File: src/nonzero_weighted_boxcar_smoother_macros.svh
// Assertion macros for the nonzero-weighted boxcar smoother.
// Included by the top level; no other dependencies.
`ifndef NONZERO_WEIGHTED_BOXCAR_SMOOTHER_MACROS_SVH
`define NONZERO_WEIGHTED_BOXCAR_SMOOTHER_MACROS_SVH

// Check that the consequent holds in the same cycle as the antecedent.
`define NWBS_ASSERT_IMP(label, clk, rstn, ante, cons, msg) \
  label: assert property (@(posedge clk) disable iff (!rstn) (ante) |-> (cons)) \
    else $error(msg);

// Check that a condition never occurs.
`define NWBS_ASSERT_NEVER(label, clk, rstn, cond, msg) \
  label: assert property (@(posedge clk) disable iff (!rstn) !(cond)) \
    else $error(msg);

`endif

File: src/nwbs_pkg.sv
// Shared constants, register codes and control structs of the smoother.
// No dependencies; used by every other file except nwbs_ram and the macros header.
`timescale 1ns / 1ps

package nwbs_pkg;

  // Field widths
  localparam int SAMPLE_W   = 16;
  localparam int VALUE_W    = 24;
  localparam int POS_W      = 12;
  localparam int WLEN_W     = 5;
  localparam int SERIES_W   = 13;
  localparam int CFG_IDX_W  = 2;
  localparam int CFG_DATA_W = 13;

  // Sample ring
  localparam int STORE_DEPTH = 32;
  localparam int STORE_AW    = 5;

  // Longest series
  localparam int MAX_SERIES = 4096;

  // Datapath widths: weight, tail, weight sum, weighted total
  localparam int WT_W    = 5;
  localparam int TAIL_W  = 4;
  localparam int WSUM_W  = 9;
  localparam int TOTAL_W = 24;

  // Divider: quotient bits produced one per cycle
  localparam int DIV_STEPS = 24;
  localparam int DIV_CNT_W = 5;

  // Configuration register indexes
  localparam logic [CFG_IDX_W-1:0] CFG_IDX_WINDOW = 2'd0;
  localparam logic [CFG_IDX_W-1:0] CFG_IDX_RAMP   = 2'd1;
  localparam logic [CFG_IDX_W-1:0] CFG_IDX_SERIES = 2'd2;

  // Configuration reset values
  localparam logic [WLEN_W-1:0]   RST_WINDOW = 5'd15;
  localparam logic                RST_RAMP   = 1'b0;
  localparam logic [SERIES_W-1:0] RST_SERIES = 13'd365;

  typedef struct packed {
    logic [WLEN_W-1:0]   window_length;
    logic                ramp_weights;
    logic [SERIES_W-1:0] series_length;
  } cfg_t;

  typedef struct packed {
    logic                we;
    logic [STORE_AW-1:0] waddr;
    logic [SAMPLE_W-1:0] wdata;
    logic [STORE_AW-1:0] raddr;
  } mem_req_t;

  typedef struct packed {
    logic                       start;
    logic signed [TOTAL_W-1:0]  total;
    logic [WSUM_W-1:0]          wsum;
  } div_req_t;

  typedef struct packed {
    logic                       busy;
    logic                       done;
    logic signed [VALUE_W-1:0]  quot;
  } div_rsp_t;

endpackage

File: src/nwbs_intf.sv
// Handshake channels of the smoother: sample input, result output, config write.
// Depends on nwbs_pkg for field widths.
`timescale 1ns / 1ps

interface nwbs_sample_if;
  logic                                 valid;
  logic                                 ready;
  logic signed [nwbs_pkg::SAMPLE_W-1:0] sample;

  modport source (output valid, output sample, input ready);
  modport sink (input valid, input sample, output ready);
endinterface

interface nwbs_result_if;
  logic                                valid;
  logic                                ready;
  logic signed [nwbs_pkg::VALUE_W-1:0] smoothed_value;
  logic [nwbs_pkg::POS_W-1:0]          position;
  logic                                config_error;
  logic                                last_of_run;

  modport source (output valid, output smoothed_value, output position,
                  output config_error, output last_of_run, input ready);
  modport sink (input valid, input smoothed_value, input position,
                input config_error, input last_of_run, output ready);
endinterface

interface nwbs_cfg_if;
  logic                              valid;
  logic                              ready;
  logic [nwbs_pkg::CFG_IDX_W-1:0]    index;
  logic [nwbs_pkg::CFG_DATA_W-1:0]   data;

  modport source (output valid, output index, output data, input ready);
  modport sink (input valid, input index, input data, output ready);
endinterface

File: src/nonzero_weighted_boxcar_smoother.sv
// Usage: nonzero-weighted boxcar smoother over a streamed series.
// Channels: sample_i takes one signed sample per item; result_o returns
// smoothed value, position, error and last-of-run flags; cfg_i writes the
// window length (index 0), ramp mode (index 1) and series length (index 2).
// Write configuration only while no item is in flight.
// Processing: each result is formed by a tap walk over the W taps (W = odd
// window, up to 31) through the one-read-port sample RAM, then the 24-step
// divider. A window with no nonzero sample skips the divider.
// Throughput: one item at a time; the last sample of a series emits up to
// 16 results one after another. An early sample that makes no result frees
// the input in the next cycle; an error item skips the tap walk and divider.
// Reset: configuration returns to 15 / equal weights / 365, the sample
// index to zero. The sample RAM is not cleared; only stored samples are read.
// Stall: a finished result waits in the output register; the block keeps
// taking items and computing until it has a second result to hand over.
`timescale 1ns / 1ps
`include "nonzero_weighted_boxcar_smoother_macros.svh"

module nonzero_weighted_boxcar_smoother (
  input  logic           clk_i,
  input  logic           rst_ni,
  nwbs_cfg_if.sink       cfg_i,
  nwbs_sample_if.sink    sample_i,
  nwbs_result_if.source  result_o
);

  nwbs_pkg::cfg_t                cfg_q;
  nwbs_pkg::mem_req_t            mem_req;
  logic [nwbs_pkg::SAMPLE_W-1:0] mem_rdata;
  nwbs_pkg::div_req_t            div_req;
  nwbs_pkg::div_rsp_t            div_rsp;

  assign cfg_i.ready = 1'b1;

  // Hold configuration registers
  always_ff @(posedge clk_i or negedge rst_ni) begin
    if (!rst_ni) begin
      cfg_q.window_length <= nwbs_pkg::RST_WINDOW;
      cfg_q.ramp_weights  <= nwbs_pkg::RST_RAMP;
      cfg_q.series_length <= nwbs_pkg::RST_SERIES;
    end else if (cfg_i.valid) begin
      unique case (cfg_i.index)
        nwbs_pkg::CFG_IDX_WINDOW: begin
          cfg_q.window_length <= cfg_i.data[nwbs_pkg::WLEN_W-1:0];
        end
        nwbs_pkg::CFG_IDX_RAMP: begin
          cfg_q.ramp_weights <= cfg_i.data[0];
        end
        nwbs_pkg::CFG_IDX_SERIES: begin
          cfg_q.series_length <= cfg_i.data[nwbs_pkg::SERIES_W-1:0];
        end
        default: begin
        end
      endcase
    end
  end

  // Sample ring, indexed by position modulo its depth
  nwbs_ram #(
    .WIDTH(nwbs_pkg::SAMPLE_W),
    .DEPTH(nwbs_pkg::STORE_DEPTH)
  ) u_ram (
    .clk_i   (clk_i),
    .we_i    (mem_req.we),
    .waddr_i (mem_req.waddr),
    .wdata_i (mem_req.wdata),
    .raddr_i (mem_req.raddr),
    .rdata_o (mem_rdata)
  );

  nwbs_div u_div (
    .clk_i  (clk_i),
    .rst_ni (rst_ni),
    .req_i  (div_req),
    .rsp_o  (div_rsp)
  );

  nwbs_seq u_seq (
    .clk_i       (clk_i),
    .rst_ni      (rst_ni),
    .cfg_i       (cfg_q),
    .sample_i    (sample_i),
    .result_o    (result_o),
    .mem_req_o   (mem_req),
    .mem_rdata_i (mem_rdata),
    .div_req_o   (div_req),
    .div_rsp_i   (div_rsp)
  );

  // Checks
  `NWBS_ASSERT_IMP(a_div_nonzero, clk_i, rst_ni, div_req.start, div_req.wsum != '0, "divider started with zero weight sum")
  `NWBS_ASSERT_NEVER(a_div_overlap, clk_i, rst_ni, div_req.start && div_rsp.busy, "divider restarted while busy")
  `NWBS_ASSERT_IMP(a_write_on_accept, clk_i, rst_ni, mem_req.we, sample_i.valid && sample_i.ready, "sample RAM written without an accepted item")
  `NWBS_ASSERT_IMP(a_err_result, clk_i, rst_ni, result_o.valid && result_o.config_error, result_o.smoothed_value == '0 && result_o.last_of_run, "error result carries a value or is not last")

endmodule

File: src/nwbs_ram.sv
// Generic single-write, single-read RAM with registered read data.
// No dependencies.
`timescale 1ns / 1ps

module nwbs_ram #(
  parameter int WIDTH = 16,
  parameter int DEPTH = 32
) (
  input  logic                     clk_i,
  input  logic                     we_i,
  input  logic [$clog2(DEPTH)-1:0] waddr_i,
  input  logic [WIDTH-1:0]         wdata_i,
  input  logic [$clog2(DEPTH)-1:0] raddr_i,
  output logic [WIDTH-1:0]         rdata_o
);

  logic [WIDTH-1:0] mem [DEPTH];
  logic [WIDTH-1:0] rdata_q;

  // Write port
  always_ff @(posedge clk_i) begin
    if (we_i) begin
      mem[waddr_i] <= wdata_i;
    end
  end

  // Registered read port
  always_ff @(posedge clk_i) begin
    rdata_q <= mem[raddr_i];
  end

  assign rdata_o = rdata_q;

endmodule

File: src/nwbs_div.sv
// Sequential signed divider: (total * 256) / wsum, truncated toward zero.
// One quotient bit per cycle; depends on nwbs_pkg.
`timescale 1ns / 1ps

module nwbs_div (
  input  logic               clk_i,
  input  logic               rst_ni,
  input  nwbs_pkg::div_req_t req_i,
  output nwbs_pkg::div_rsp_t rsp_o
);

  logic                                busy_q;
  logic                                done_q;
  logic [nwbs_pkg::DIV_CNT_W-1:0]      cnt_q;
  logic [nwbs_pkg::WSUM_W-1:0]         rem_q;
  logic [nwbs_pkg::DIV_STEPS-1:0]      sh_q;
  logic [nwbs_pkg::WSUM_W-1:0]         den_q;
  logic                                neg_q;
  logic signed [nwbs_pkg::VALUE_W-1:0] quot_q;

  logic [nwbs_pkg::TOTAL_W-1:0]  mag;
  logic [nwbs_pkg::WSUM_W:0]     trial;
  logic [nwbs_pkg::WSUM_W:0]     diff;
  logic                          ge;
  logic [nwbs_pkg::DIV_STEPS-1:0] sh_d;
  logic [nwbs_pkg::WSUM_W-1:0]   rem_d;

  // Magnitude of the numerator before scaling by 256
  assign mag = req_i.total[nwbs_pkg::TOTAL_W-1] ? nwbs_pkg::TOTAL_W'(-req_i.total)
                                                : nwbs_pkg::TOTAL_W'(req_i.total);

  // One restoring step
  assign trial = {rem_q, sh_q[nwbs_pkg::DIV_STEPS-1]};
  assign diff  = trial - {1'b0, den_q};
  assign ge    = (trial >= {1'b0, den_q});
  assign rem_d = ge ? diff[nwbs_pkg::WSUM_W-1:0] : trial[nwbs_pkg::WSUM_W-1:0];
  assign sh_d  = {sh_q[nwbs_pkg::DIV_STEPS-2:0], ge};

  always_ff @(posedge clk_i or negedge rst_ni) begin
    if (!rst_ni) begin
      busy_q <= 1'b0;
      done_q <= 1'b0;
      cnt_q  <= '0;
    end else begin
      done_q <= 1'b0;
      if (req_i.start) begin
        // Top eight numerator bits are below the divisor, so start past them
        busy_q <= 1'b1;
        cnt_q  <= '0;
        rem_q  <= {1'b0, mag[nwbs_pkg::TOTAL_W-1:nwbs_pkg::TOTAL_W-8]};
        sh_q   <= {mag[nwbs_pkg::TOTAL_W-9:0], 8'h00};
        den_q  <= req_i.wsum;
        neg_q  <= req_i.total[nwbs_pkg::TOTAL_W-1];
      end else if (busy_q) begin
        rem_q <= rem_d;
        sh_q  <= sh_d;
        cnt_q <= cnt_q + 1'b1;
        if (cnt_q == nwbs_pkg::DIV_CNT_W'(nwbs_pkg::DIV_STEPS - 1)) begin
          busy_q <= 1'b0;
          done_q <= 1'b1;
          quot_q <= neg_q ? -$signed(sh_d) : $signed(sh_d);
        end
      end
    end
  end

  assign rsp_o.busy = busy_q;
  assign rsp_o.done = done_q;
  assign rsp_o.quot = quot_q;

endmodule

File: src/nwbs_seq.sv
// Sequencer of the smoother: takes samples, walks window taps through the
// sample RAM, accumulates, drives the divider and holds the result register.
// Depends on nwbs_pkg and nwbs_intf.
`timescale 1ns / 1ps

module nwbs_seq (
  input  logic                           clk_i,
  input  logic                           rst_ni,
  input  nwbs_pkg::cfg_t                 cfg_i,
  nwbs_sample_if.sink                    sample_i,
  nwbs_result_if.source                  result_o,
  output nwbs_pkg::mem_req_t             mem_req_o,
  input  logic [nwbs_pkg::SAMPLE_W-1:0]  mem_rdata_i,
  output nwbs_pkg::div_req_t             div_req_o,
  input  nwbs_pkg::div_rsp_t             div_rsp_i
);

  typedef enum logic [2:0] {
    S_IDLE,
    S_TAP,
    S_FLUSH,
    S_DIV,
    S_WAIT,
    S_EMIT
  } state_e;

  state_e                              state_q;
  logic [nwbs_pkg::POS_W-1:0]          k_q;
  logic [nwbs_pkg::POS_W-1:0]          k_item_q;
  logic [nwbs_pkg::POS_W-1:0]          p_q;
  logic [nwbs_pkg::POS_W-1:0]          p_end_q;
  logic signed [nwbs_pkg::POS_W:0]     base_q;
  logic [nwbs_pkg::WLEN_W-1:0]         j_q;
  logic [nwbs_pkg::WLEN_W-1:0]         wsize_q;
  logic                                ramp_q;
  logic                                err_q;
  logic                                tap_en_q;
  logic [nwbs_pkg::WT_W-1:0]           tap_wt_q;
  logic signed [nwbs_pkg::TOTAL_W-1:0] total_q;
  logic [nwbs_pkg::WSUM_W-1:0]         wsum_q;
  logic signed [nwbs_pkg::VALUE_W-1:0] value_q;
  logic                                out_vld_q;
  logic signed [nwbs_pkg::VALUE_W-1:0] out_value_q;
  logic [nwbs_pkg::POS_W-1:0]          out_pos_q;
  logic                                out_err_q;
  logic                                out_last_q;

  logic                                accept;
  logic [nwbs_pkg::SERIES_W-1:0]       n_eff;
  logic [nwbs_pkg::SERIES_W-1:0]       k_inc;
  logic                                is_last;
  logic                                cfg_err;
  logic [nwbs_pkg::WLEN_W-1:0]         w_odd;
  logic [nwbs_pkg::TAIL_W-1:0]         tail;
  logic                                early;
  logic [nwbs_pkg::POS_W-1:0]          p_first;
  logic signed [nwbs_pkg::POS_W+1:0]   q_s;
  logic                                in_range;
  logic [nwbs_pkg::WLEN_W-1:0]         wt_a;
  logic [nwbs_pkg::WLEN_W-1:0]         wt_b;
  logic [nwbs_pkg::WT_W-1:0]           wt;
  logic signed [21:0]                  prod;
  logic                                out_free;

  assign accept   = sample_i.valid && sample_i.ready;
  assign out_free = !out_vld_q || result_o.ready;

  // Effective series length, clamped to 1..MAX_SERIES
  always_comb begin
    if (cfg_i.series_length == '0) begin
      n_eff = nwbs_pkg::SERIES_W'(1);
    end else if (cfg_i.series_length > nwbs_pkg::SERIES_W'(nwbs_pkg::MAX_SERIES)) begin
      n_eff = nwbs_pkg::SERIES_W'(nwbs_pkg::MAX_SERIES);
    end else begin
      n_eff = cfg_i.series_length;
    end
  end

  // Classify the incoming item
  assign k_inc   = {1'b0, k_q} + nwbs_pkg::SERIES_W'(1);
  assign is_last = (k_inc >= n_eff);
  assign cfg_err = ({8'b0, cfg_i.window_length} > (n_eff >> 1));
  assign w_odd   = cfg_i.window_length | nwbs_pkg::WLEN_W'(1);
  assign tail    = w_odd[nwbs_pkg::WLEN_W-1:1];
  assign early   = (k_q < {8'b0, tail});
  assign p_first = early ? '0 : k_q - {8'b0, tail};

  // Tap address and weight
  assign q_s      = {base_q[nwbs_pkg::POS_W], base_q} + $signed({9'b0, j_q});
  assign in_range = !q_s[nwbs_pkg::POS_W+1] && (q_s[nwbs_pkg::POS_W:0] <= {1'b0, k_item_q});
  assign wt_a     = j_q + nwbs_pkg::WLEN_W'(1);
  assign wt_b     = wsize_q - j_q;
  assign wt       = ramp_q ? ((wt_a < wt_b) ? wt_a : wt_b) : nwbs_pkg::WT_W'(1);

  // Weighted tap value from RAM data
  assign prod = $signed(mem_rdata_i) * $signed({1'b0, tap_wt_q});

  // RAM port: store on accept, read the current tap
  assign mem_req_o.we    = accept;
  assign mem_req_o.waddr = k_q[nwbs_pkg::STORE_AW-1:0];
  assign mem_req_o.wdata = sample_i.sample;
  assign mem_req_o.raddr = q_s[nwbs_pkg::STORE_AW-1:0];

  // Divider request
  assign div_req_o.start = (state_q == S_DIV) && (wsum_q != '0);
  assign div_req_o.total = total_q;
  assign div_req_o.wsum  = wsum_q;

  assign sample_i.ready = (state_q == S_IDLE);

  always_ff @(posedge clk_i or negedge rst_ni) begin
    if (!rst_ni) begin
      state_q   <= S_IDLE;
      k_q       <= '0;
      tap_en_q  <= 1'b0;
      out_vld_q <= 1'b0;
    end else begin
      // Accumulate a tap read in the previous cycle
      if (tap_en_q && (mem_rdata_i != '0)) begin
        total_q <= total_q + {{2{prod[21]}}, prod};
        wsum_q  <= wsum_q + {4'b0, tap_wt_q};
      end
      tap_en_q <= 1'b0;

      // Drop the result once taken
      if (out_vld_q && result_o.ready) begin
        out_vld_q <= 1'b0;
      end

      unique case (state_q)
        S_IDLE: begin
          if (accept) begin
            k_q      <= is_last ? '0 : k_inc[nwbs_pkg::POS_W-1:0];
            k_item_q <= k_q;
            wsize_q  <= w_odd;
            ramp_q   <= cfg_i.ramp_weights;
            j_q      <= '0;
            total_q  <= '0;
            wsum_q   <= '0;
            if (cfg_err) begin
              err_q   <= 1'b1;
              value_q <= '0;
              p_q     <= k_q;
              p_end_q <= k_q;
              state_q <= S_EMIT;
            end else if (is_last || !early) begin
              err_q   <= 1'b0;
              p_q     <= p_first;
              p_end_q <= is_last ? k_q : p_first;
              base_q  <= $signed({1'b0, p_first}) - $signed({9'b0, tail});
              state_q <= S_TAP;
            end
          end
        end
        S_TAP: begin
          tap_en_q <= in_range;
          tap_wt_q <= wt;
          if (j_q == wsize_q - nwbs_pkg::WLEN_W'(1)) begin
            state_q <= S_FLUSH;
          end else begin
            j_q <= j_q + nwbs_pkg::WLEN_W'(1);
          end
        end
        S_FLUSH: begin
          state_q <= S_DIV;
        end
        S_DIV: begin
          if (wsum_q == '0) begin
            value_q <= '0;
            state_q <= S_EMIT;
          end else begin
            state_q <= S_WAIT;
          end
        end
        S_WAIT: begin
          if (div_rsp_i.done) begin
            value_q <= div_rsp_i.quot;
            state_q <= S_EMIT;
          end
        end
        S_EMIT: begin
          if (out_free) begin
            out_vld_q   <= 1'b1;
            out_value_q <= value_q;
            out_pos_q   <= p_q;
            out_err_q   <= err_q;
            out_last_q  <= (p_q == p_end_q);
            if (p_q == p_end_q) begin
              state_q <= S_IDLE;
            end else begin
              // Advance to the next pending position
              p_q     <= p_q + nwbs_pkg::POS_W'(1);
              base_q  <= base_q + $signed({{nwbs_pkg::POS_W{1'b0}}, 1'b1});
              j_q     <= '0;
              total_q <= '0;
              wsum_q  <= '0;
              state_q <= S_TAP;
            end
          end
        end
        default: begin
          state_q <= S_IDLE;
        end
      endcase
    end
  end

  assign result_o.valid          = out_vld_q;
  assign result_o.smoothed_value = out_value_q;
  assign result_o.position       = out_pos_q;
  assign result_o.config_error   = out_err_q;
  assign result_o.last_of_run    = out_last_q;

endmodule

File: src/flat_wrapper.sv
// flat-port wrapper written by rule: the top's interface ports become plain ports
module nonzero_weighted_boxcar_smoother_flat 
  (clk_i, rst_ni, cfg_i_valid, cfg_i_index, cfg_i_data, cfg_i_ready, sample_i_valid, sample_i_sample, sample_i_ready, result_o_valid, result_o_smoothed_value, result_o_position, result_o_config_error, result_o_last_of_run, result_o_ready);
  nwbs_cfg_if cfg_i_i ();
  nwbs_sample_if sample_i_i ();
  nwbs_result_if result_o_i ();
  input  logic clk_i;
  input  logic rst_ni;
  input wire logic [$bits(cfg_i_i.valid)-1:0] cfg_i_valid;
  input wire logic [$bits(cfg_i_i.index)-1:0] cfg_i_index;
  input wire logic [$bits(cfg_i_i.data)-1:0] cfg_i_data;
  output wire logic [$bits(cfg_i_i.ready)-1:0] cfg_i_ready;
  input wire logic [$bits(sample_i_i.valid)-1:0] sample_i_valid;
  input wire logic [$bits(sample_i_i.sample)-1:0] sample_i_sample;
  output wire logic [$bits(sample_i_i.ready)-1:0] sample_i_ready;
  output wire logic [$bits(result_o_i.valid)-1:0] result_o_valid;
  output wire logic [$bits(result_o_i.smoothed_value)-1:0] result_o_smoothed_value;
  output wire logic [$bits(result_o_i.position)-1:0] result_o_position;
  output wire logic [$bits(result_o_i.config_error)-1:0] result_o_config_error;
  output wire logic [$bits(result_o_i.last_of_run)-1:0] result_o_last_of_run;
  input wire logic [$bits(result_o_i.ready)-1:0] result_o_ready;
  assign cfg_i_i.valid = cfg_i_valid;
  assign cfg_i_i.index = cfg_i_index;
  assign cfg_i_i.data = cfg_i_data;
  assign cfg_i_ready = cfg_i_i.ready;
  assign sample_i_i.valid = sample_i_valid;
  assign sample_i_i.sample = sample_i_sample;
  assign sample_i_ready = sample_i_i.ready;
  assign result_o_valid = result_o_i.valid;
  assign result_o_smoothed_value = result_o_i.smoothed_value;
  assign result_o_position = result_o_i.position;
  assign result_o_config_error = result_o_i.config_error;
  assign result_o_last_of_run = result_o_i.last_of_run;
  assign result_o_i.ready = result_o_ready;
  nonzero_weighted_boxcar_smoother u_core (.clk_i(clk_i), .rst_ni(rst_ni), .cfg_i(cfg_i_i), .sample_i(sample_i_i), .result_o(result_o_i));
endmodule
File: config.mk
export PLATFORM = sky130hd
export DESIGN_NAME = nonzero_weighted_boxcar_smoother_flat
export DESIGN_NICKNAME = d
export VERILOG_FILES = /design/src/nwbs_pkg.sv /design/src/nwbs_intf.sv /design/src/nonzero_weighted_boxcar_smoother.sv /design/src/nwbs_ram.sv /design/src/nwbs_div.sv /design/src/nwbs_seq.sv /design/src/flat_wrapper.sv
export VERILOG_INCLUDE_DIRS = /design/src /design/src/src
export SDC_FILE = /design/constraint.sdc
export NUM_CORES = 1
export LEC_CHECK = 0
export ABC_AREA = 1
export BUFFER_PORTS_ARGS = -buffer_cell sky130_fd_sc_hd__buf_2
export CAP_MARGIN = 40
export CELL_PAD_IN_SITES_DETAIL_PLACEMENT = 1
export CELL_PAD_IN_SITES_GLOBAL_PLACEMENT = 1
export CORE_ASPECT_RATIO = 0.9
export CORE_MARGIN = 2
export CORE_UTILIZATION = 34
export CTS_CLUSTER_DIAMETER = 80
export DETAILED_ROUTE_END_ITERATION = 16
export GPL_ROUTABILITY_DRIVEN = 0
export PLACE_DENSITY = 0.64
export SLEW_MARGIN = 25
export SYNTH_ARGS = -nofsm -noshare
export SYNTH_HDL_FRONTEND = slang
export SYNTH_HIERARCHICAL = 1
export SYNTH_SLANG_ARGS = --single-unit
File: constraint.sdc
create_clock -name clk_i -period 5.8 [get_ports clk_i]
set_input_delay 0 -clock clk_i [delete_from_list [all_inputs] [get_ports clk_i]]
set_output_delay 0 -clock clk_i [all_outputs]
set_load 0.005 [all_outputs]
# After elaboration in Yosys (flattened, before gate mapping)
# Memory sizes are Yosys's and may differ from the RTL's. A register that Yosys moved wholly into a read port is not among the register bits.
# Index checks and enable logic that the tools add are counted.
# totals
reg_bits	270
latch_bits	0
ram_bits	512
rom_bits	0
input_bits	36
elab_cells	187
mem_count	1
# op_classes
add_sub_neg	15
n_mul	1
n_div	0
magnitude_cmp	7
n_eq_ne	21
shift	0
n_mux	71
n_bitwise	1
reduce_logical	37
# mem_list
memory	words	width	read_ports	rd_ports_with_merged_regs	write_ports	line_no	rtl
u_core.u_ram.mem	32	16	1	1	1	nwbs_ram.sv:17	logic [WIDTH-1:0] mem [DEPTH];
# op_table
op	n
$mux W24	12
$mux W12	10
$mux W13	7
$pmux W24 S3	1
$mux W9	6
$neg A24 Y24	2
$pmux W24 S2	1
$mux W5	7
$pmux W13 S2	1
$add A24 B24 Y24	1
$pmux W12 S2	1
$mul A16 B6 Y22	1
$mux W3	6
$pmux W3 S6	1
$pmux W9 S2	1
$reduce_and A6 Y1	3
$reduce_bool A16 Y1	1
$mux W1	15
$pmux W5 S3	1
$add A13 B6 Y14	1
$reduce_and A2 Y1	7
$add A12 B1 Y13 const B	1
$add A13 B2 Y13 const B	1
$ge A13 B13 Y1	1
41 further kinds	64

# Depth between registers and ports, before layout
# Gate-level depths: netlist of the first run.
# logic_depth
depth_word	9
depth_mapped	34
ltp_nobuf	32

# Modules after synthesis
# Netlist of the first run, hierarchy kept.
# by_module_without_submodules
module	n_inst	cells_per_inst	area_per_inst_um2	seq_area_each_um2
nwbs_ram	1	1794	21301.7	15695.1
nwbs_seq	1	1837	14883.0	5230.0
nwbs_div	1	574	4638.2	2187.1
nonzero_weighted_boxcar_smoother	1	90	877.1	488.0

# Worst setup path before layout of the first run
# OpenSTA, ideal clock, no wires.
# synth_path
path_type	register to register
from	register u_core/u_seq/tap_wt_q[1] (netlist bit)
to	register u_core/u_seq/total_q[21] (netlist bit) (data pin)
setup_ps	257
arrival_time_ps	4954
path_slack_ps	590
stages_incl_launch_ff	28
synth_period_minus_slack_ps	5210
cell_sequence	edfxtp_1 clkbuf_1 clkbuf_1 nand2_1 inv_1 fa_1 fa_1 inv_1 fa_1 inv_1 ha_1 nand2_1 nor3_1 nand2_1 nand3_1 a21boi_1 o21ai_0 a21oi_1 xor2_1 ha_1 nand2_1 nor2_1 nand2_1 or2_2 nand3_1 nand2_1 a21oi_1 nor2_1
# synth_via
elab_chain_cells	6
word_cells_on_any_way	7
classes_between	1 x add/sub; 1 x mul; 5 x mux
# synth_lines
item	line_no	rtl
from (decl)	nwbs_seq.sv:38	logic [nwbs_pkg::WT_W-1:0] tap_wt_q;
from (signal assigned)	nwbs_seq.sv:157	tap_wt_q <= wt;
$mul A16 B6 Y22 (*)	nwbs_seq.sv:96	assign prod = $signed(mem_rdata_i) * $signed({1'b0, tap_wt_q});
$add A24 B24 Y24 (*)	nwbs_seq.sv:120	total_q <= total_q + {{2{prod[21]}}, prod};
$mux W24 (*)	nwbs_seq.sv:119	if (tap_en_q && (mem_rdata_i != '0)) begin
$mux W24	nwbs_seq.sv:188	if (p_q == p_end_q) begin
$mux W24	nwbs_seq.sv:182	if (out_free) begin
$pmux W24 S2 (*)	nwbs_seq.sv:130	unique case (state_q)
to (signal assigned)	nwbs_seq.sv:120	
to (decl)	nwbs_seq.sv:39	logic signed [nwbs_pkg::TOTAL_W-1:0] total_q;
# Mark *: on every way between the ends. The rest lies on a longest branch, timed or not.
# A chain may end at the register's enable or synchronous reset.

# Worst setup path after layout of the first run
# layout_path
from	register u_core/u_seq/tap_wt_q[2] (netlist bit)
to	register u_core/u_seq/total_q[23] (netlist bit) (data pin)
# The elaborated chain is that of the path after synthesis.

==> results.md, run 1 <==
* Mean Syn Cell Area at approximately 10 um^2
* Routed WL at approximately 120000 um
* Most frequent CP cell: nand2_1
* Total negative slack at 0 ps
* Area of the die at between 0.1 and 0.15 mm^2
* Reg2reg end: u_core/u_seq/total_q[23]
* Hold Path Cell Cnt at 4
* I/O Pins at slightly below 80
* Htree depth at 3
* Max-slew headroom at 0.2225
* Slowest stage delay, CP at approximately 530 ps
* Setup-failing EPs final at 0
* Clk_lat worst skew at 700 ps
* Syn_nets at ~4500
* # rows at around 120
* Setup ws final at roughly 400 ps
* Final hold viol count at 0
* Endpoint class of the critical path: flop
* Reg2reg start: u_core/u_seq/tap_wt_q[2]
* Tot GR Track Use at 0.1867
* # Max-Cap Violations at 0
* Die height at between 300 and 400 um
* P&R area growth vs syn at 12.69%
* Grt ovf at 0
* Global-route wire length before repair at between 150000 and 200000 um
* Cell area after synthesis at between 0.04 and 0.05 mm^2
* Met2 Wirelength at roughly 54000 um
* Ys Warns at 6
* Critical-path maximum fanout at 5
* Core ar. at 0.1213 mm^2
* Worst min path class: in2reg
* Die Wd at between 300 and 400 um
* Fin cells at between 6000 and 7000
* Hold_sp: cfg_i_data[3]
* Total CTS buffers at 90
* Mapped Cells at 4294
* WP data arrival at just under 6000 ps
* Root buffer cell: clkbuf_16
* Final #Nets at 4634
* Placed insts at just under 6000
* Final Max Slew Viols at 0
* Placed Area at approximately 0.043 mm^2
* HPWL after DPL at about 76000 um
* DR DRC count at 0
* Worst Path Class, Setup: reg2reg
* Total via count in the routed design at ~30000
* Status: finished, final reports clean
* Clock skew at just over 50 ps
* Pin count of the biggest net entering global routing at between 150 and 200
* Actual slew at the worst max-slew pin at 1166 ps
* Cells on worst reg2reg path at 32
* Top routing layer used: met4
* Final period utilization at 0.9315
* # clock sinks at ~800
* Worst setup SP type: flop
* Vias per std cell at approximately 5
* Reg clk slew, reported paths at ~60 ps
* Input/output buffers at 75
* DR iter-0 viols at a little over 2000
* Min cycle time layout at approximately 5400 ps
* R2R Setup Slk at 400 ps
* Dpl ws at around 170 ps
* Final ANT Viol Nets at 0
* CTS max path bufs at 3
* Slowest-stage cell, CP: fa_1
* WP data required at just over 6000 ps
* Fraction of layout cells with a size suffix above 1 at 0.08851
* First-pass detailed-route iteration total at 5
* Met3 wire len at about 4700 um
* CTS tree: yes
* Finished Cell Area at about 0.047 mm^2
* Hold Path End: u_core/cfg_q[17]
* Initial antenna violation count at 0
* Initial Utilization at 0.3438
* M1 WL at between 50000 and 60000 um
* Fmax at 185.1 MHz
* RSZ-0062 raised after global routing: no
* DR WL/cell at roughly 19 um
* Vias in the first global route at between 30000 and 40000
per-stage QoR:
step,hold WS [ps],util
floorplan,-295.6,-
global placement,238.7,0.3581
detailed placement,244.5,0.3587
CTS,85.88,0.3867
global route,158.0,0.3874
finish,161.1,0.3874
how the worst max path moves through the flow:
stage	startpoint	end	cells after the start
floorplan	u_core/u_seq/tap_wt_q[1]	u_core/u_seq/total_q[21]	27
global placement	u_core/u_seq/tap_wt_q[0]	u_core/u_seq/total_q[23]	27
detailed placement	u_core/u_seq/tap_wt_q[0]	u_core/u_seq/total_q[23]	28
CTS	u_core/u_seq/tap_wt_q[0]	u_core/u_seq/total_q[23]	28
global route	u_core/u_seq/tap_wt_q[2]	u_core/u_seq/total_q[23]	32
finish	u_core/u_seq/tap_wt_q[2]	u_core/u_seq/total_q[23]	32
state kept, by name, indices dropped and copies added, names as in the netlist, 5 cells and up:
signal,flops
u_core/u_div/sh_q,24
u_core/u_div/den_q,9
u_core/u_div/quot_q,24
u_core/u_seq/j_q,5
u_core/u_seq/tap_wt_q,5
u_core/u_ram/rdata_o,16
u_core/u_seq/wsum_q,9
u_core/u_ram/mem,512
u_core/u_div/cnt_q,5
u_core/u_seq/result_o.smoothed_value,24
u_core/u_seq/base_q,13
u_core/u_seq/total_q,24
u_core/u_div/rem_q,9
u_core/u_seq/p_end_q,12
u_core/u_seq/p_q,12
u_core/u_seq/result_o.position,12
u_core/u_seq/value_q,24
u_core/cfg_q,19
u_core/u_seq/k_item_q,12
u_core/u_seq/k_q,12
per-layer routing:
layer,vias up,GRT usage
met4,0,0.04973
met3,129,0.02593
met2,523,0.3043
li1,14560,-
met5,-,0
met1,15120,0.2609
cell usage in the layout, fill, tap and decap left out, types with 10 or more instances in the layout:
cell type      instances
nand2_1             1226
edfxtp_1             739
nand3_1              521
inv_1                472
nor2_1               239
ha_1                 135
o21ai_0              134
a21oi_1              123
clkbuf_16             90
buf_2                 74
xor2_1                73
buf_4                 68
dlygate4sd3_1         60
fa_1                  55
nand4_1               44
dfrtp_1               33
o21ai_1               32
nand2_2               27
nor3_1                27
xnor2_1               23
clkbuf_1              19
clkinv_1              19
o211ai_1              19
o22ai_1               19
nor2_2                19
dfxtp_1               16
clkinv_2              15
inv_2                 10
dfstp_2               10
timing repair:
| item | in CTS | in global routing |
|---|---|---|
| hold endpoints to repair | 578 | 0 |
| setup buffers | 0 | 1 |
| hold buffers | 60 | 0 |
| gates resized for setup | 0 | 10 |
| setup endpoints to repair | 0 | 3 |
worst max-delay path, delay by kind of cell (launching register included):
family	cells	cell delay, ps
DFF	1	430
buffers and inverters	7	560
AOI/OAI and AO/OA	4	700
adders and majority gates	5	2160
and+or+nand+nor	15	1160
xor gates and xnor gates	1	160
cell type report:
class	count	area, um^2
Fill cell	13750	74290
Sequential cell	798	23600
Multi-Input combinational cell	2817	15100
Clock buffer	111	2351
Tap cell	1599	2001
Inverter	488	1843
Timing Repair Buffer	210	1648
Clock inverter	50	440.4
Antenna cell	1	2.502
Power of run 1 is left out: the tool's default activity adds up to more than one toggle a clock period on the data nets, which glitch-free logic cannot reach.
==> inputs of run 2 (changes only) <==
CORE_ASPECT_RATIO = 1.1   (was 0.9)
GPL_ROUTABILITY_DRIVEN = unset   (was 0)
==> run 2 against run 1 <==
  * Global-route usage decreased by 0.30 points
  * Worst hold slack got worse by 79 ps
  * Critical path type unchanged
  * Core utilization grew 0.21 points
  * Largest cell class unchanged
  * Register-to-register slack about the same
==> results.md, run 2 (synthesized netlist as in run 1, its figures left out) <==
* Status: finished, final reports clean
* Input/output buffers at 75
* Fraction of layout cells with a size suffix above 1 at 0.09367
* WP data required at about 6000 ps
* Reg clk slew, reported paths at 70 ps
* Vias in the first global route at around 32000
* Number of inserted diodes at 0
* Final #Nets at roughly 4600
* DR DRC count at 0
* Clock skew at 62.28 ps
* Die height at ~370 um
* Fin util at 0.3895
* Area of the die at roughly 0.13 mm^2
* P&R area growth vs syn at 13.57%
* Initial Utilization at 0.3430
* Clk_lat worst skew at 690 ps
* I/O Pins at 77
* Largest reg by FF count: u_core/u_ram/mem
* # Max-Cap Violations at 0
* HPWL after DPL at around 76000 um
* Final hold viol count at 0
* # clock sinks at approximately 800
* Sequential cell area at about 0.024 mm^2
* Worst min path class: in2async
* Global-route wire length before repair at ~180000 um
* R2R Setup Slk at 390 ps
* # rows at 134
* Max reg flops at 512
* Htree depth at 3
* Final period utilization at 0.9323
* WP data arrival at ~5800 ps
* Total CTS buffers at between 90 and 100
* Core ar. at 0.1216 mm^2
* Actual slew at the worst max-slew pin at roughly 1200 ps
* CTS tree: yes
* Dpl ws at about 230 ps
* Crit path launch: u_core/u_seq/tap_wt_q[2]
* Pin count of the biggest net entering global routing at approximately 200
* Die Wd at 337.9 um
* Commonest cells after routing, fill and taps aside: 1224 x nand2_1, 739 x edfxtp_1, 519 x nand3_1
* Critical-path maximum fanout at 12
* Setup ws final at between 300 and 400 ps
* Final Max Slew Viols at 0
* RSZ-0062 raised after global routing: no
* Grt ovf at 0
* Reg2reg start: u_core/u_seq/tap_wt_q[2]
* Fillers at 13770
* Vias per std cell at slightly below 5
* Commonest non-fill, non-tap cell in the layout: nand2_1
* Setup-failing EPs final at 0
* Initial antenna violation count at 1
* First-pass detailed-route iteration total at 5
* DR iter-0 viols at about 1600
* Tot GR Track Use at 0.1836
* DR WL/cell at 18.75 um
* Worst Path Class, Setup: reg2reg
* Routed WL at ~110000 um
* Total via count in the routed design at 30090
* Endpoint class of the critical path: flop
* CTS max path bufs at 3
* Placer Congestion at 0.8579
* Final ANT Viol Nets at 0
* Max-slew headroom at 0.1674
* Total negative slack at 0 ps
* Min cycle time layout at 5408 ps
* Fmax at approximately 180 MHz
* Root buffer cell: clkbuf_16
* Area of the multi-input gates at ~0.015 mm^2
* Worst setup SP type: flop
[run 2: changes by cell type in the layout (fill, tap and decap cells not counted), sizes merged]
cell	delta
bufinv	+6
clkbuf	+2
clkinv	-2
clkinvlp	+2
diode	-1
dlygate4sd3	+1
inv	+1
[run 2: stage by stage]
| step | hold slack [ps] | std cells | cell area [um^2] |
|---|---|---|---|
| after global routing | 85.90 | 6116 | 47350 |
| after floorplan | -295.6 | 4294 | 41690 |
| after detailed placement | 76.23 | 5873 | 43540 |
| after global placement | 79.90 | 5865 | 43400 |
| final | 82.29 | 6116 | 47350 |
| after CTS | 56.76 | 6105 | 47210 |
[run 2: routing by layer]
metal  wire length [um]  part of all wire  global-route usage
met1              49050              0.43              0.2236
met2              59070              0.52              0.3353
met5                  0                 0                   0
met4               3331             0.029             0.06103
met3               3237             0.028             0.02070
[run 2: cell type report]
class,instances,share of cell area
Sequential cell,798,0.4984
Clock buffer,113,0.05005
Timing Repair Buffer,211,0.03541
Inverter,488,0.03890
Clock inverter,57,0.01395
Multi-Input combinational cell,2817,0.3201
Tap cell,1632,0.04313
[run 2: path summary, 6_finish.rpt]
| path | endpoint | depth (start not counted) |
|---|---|---|
| worst max-delay path | u_core/u_seq/total_q[17] | 27 |
| worst min-delay path | u_core/cfg_q[6] | 2 |
| worst max register to register | u_core/u_seq/total_q[17] | 27 |
| worst min register to register | u_core/u_seq/result_o.smoothed_value[16] | 0 |
| max in group asynchronous | u_core/u_seq/tap_en_q | 3 |
| min in group clk_i | u_core/cfg_q[16] | 4 |
[run 2: what timing repair did]
item,4_1_cts,5_1_grt
setup buffers,0,7
setup endpoints to repair,0,5
resized for setup,0,17
hold buffers,62,0
endpoints found under the hold margin,594,0
[run 2: critical path, stage by stage, from the launching register on]
cell	delay, ps
edfxtp_1	430
buf_6	170
nand2_1	80
inv_1	60
fa_1	490
fa_1	490
inv_1	50
fa_1	520
inv_1	40
ha_1	330
inv_1	80
nor3_1	190
nand2_1	80
nand3_2	100
a21boi_2	80
buf_4	130
xnor2_1	240
ha_1	340
nand2_1	80
nand2_1	50
inv_1	80
o21ai_0	90
a21oi_1	260
o21ai_1	180
a21oi_1	250
nand2_1	90
nand2_1	70
a21oi_1	50
Power of run 2 is left out for the same reason.
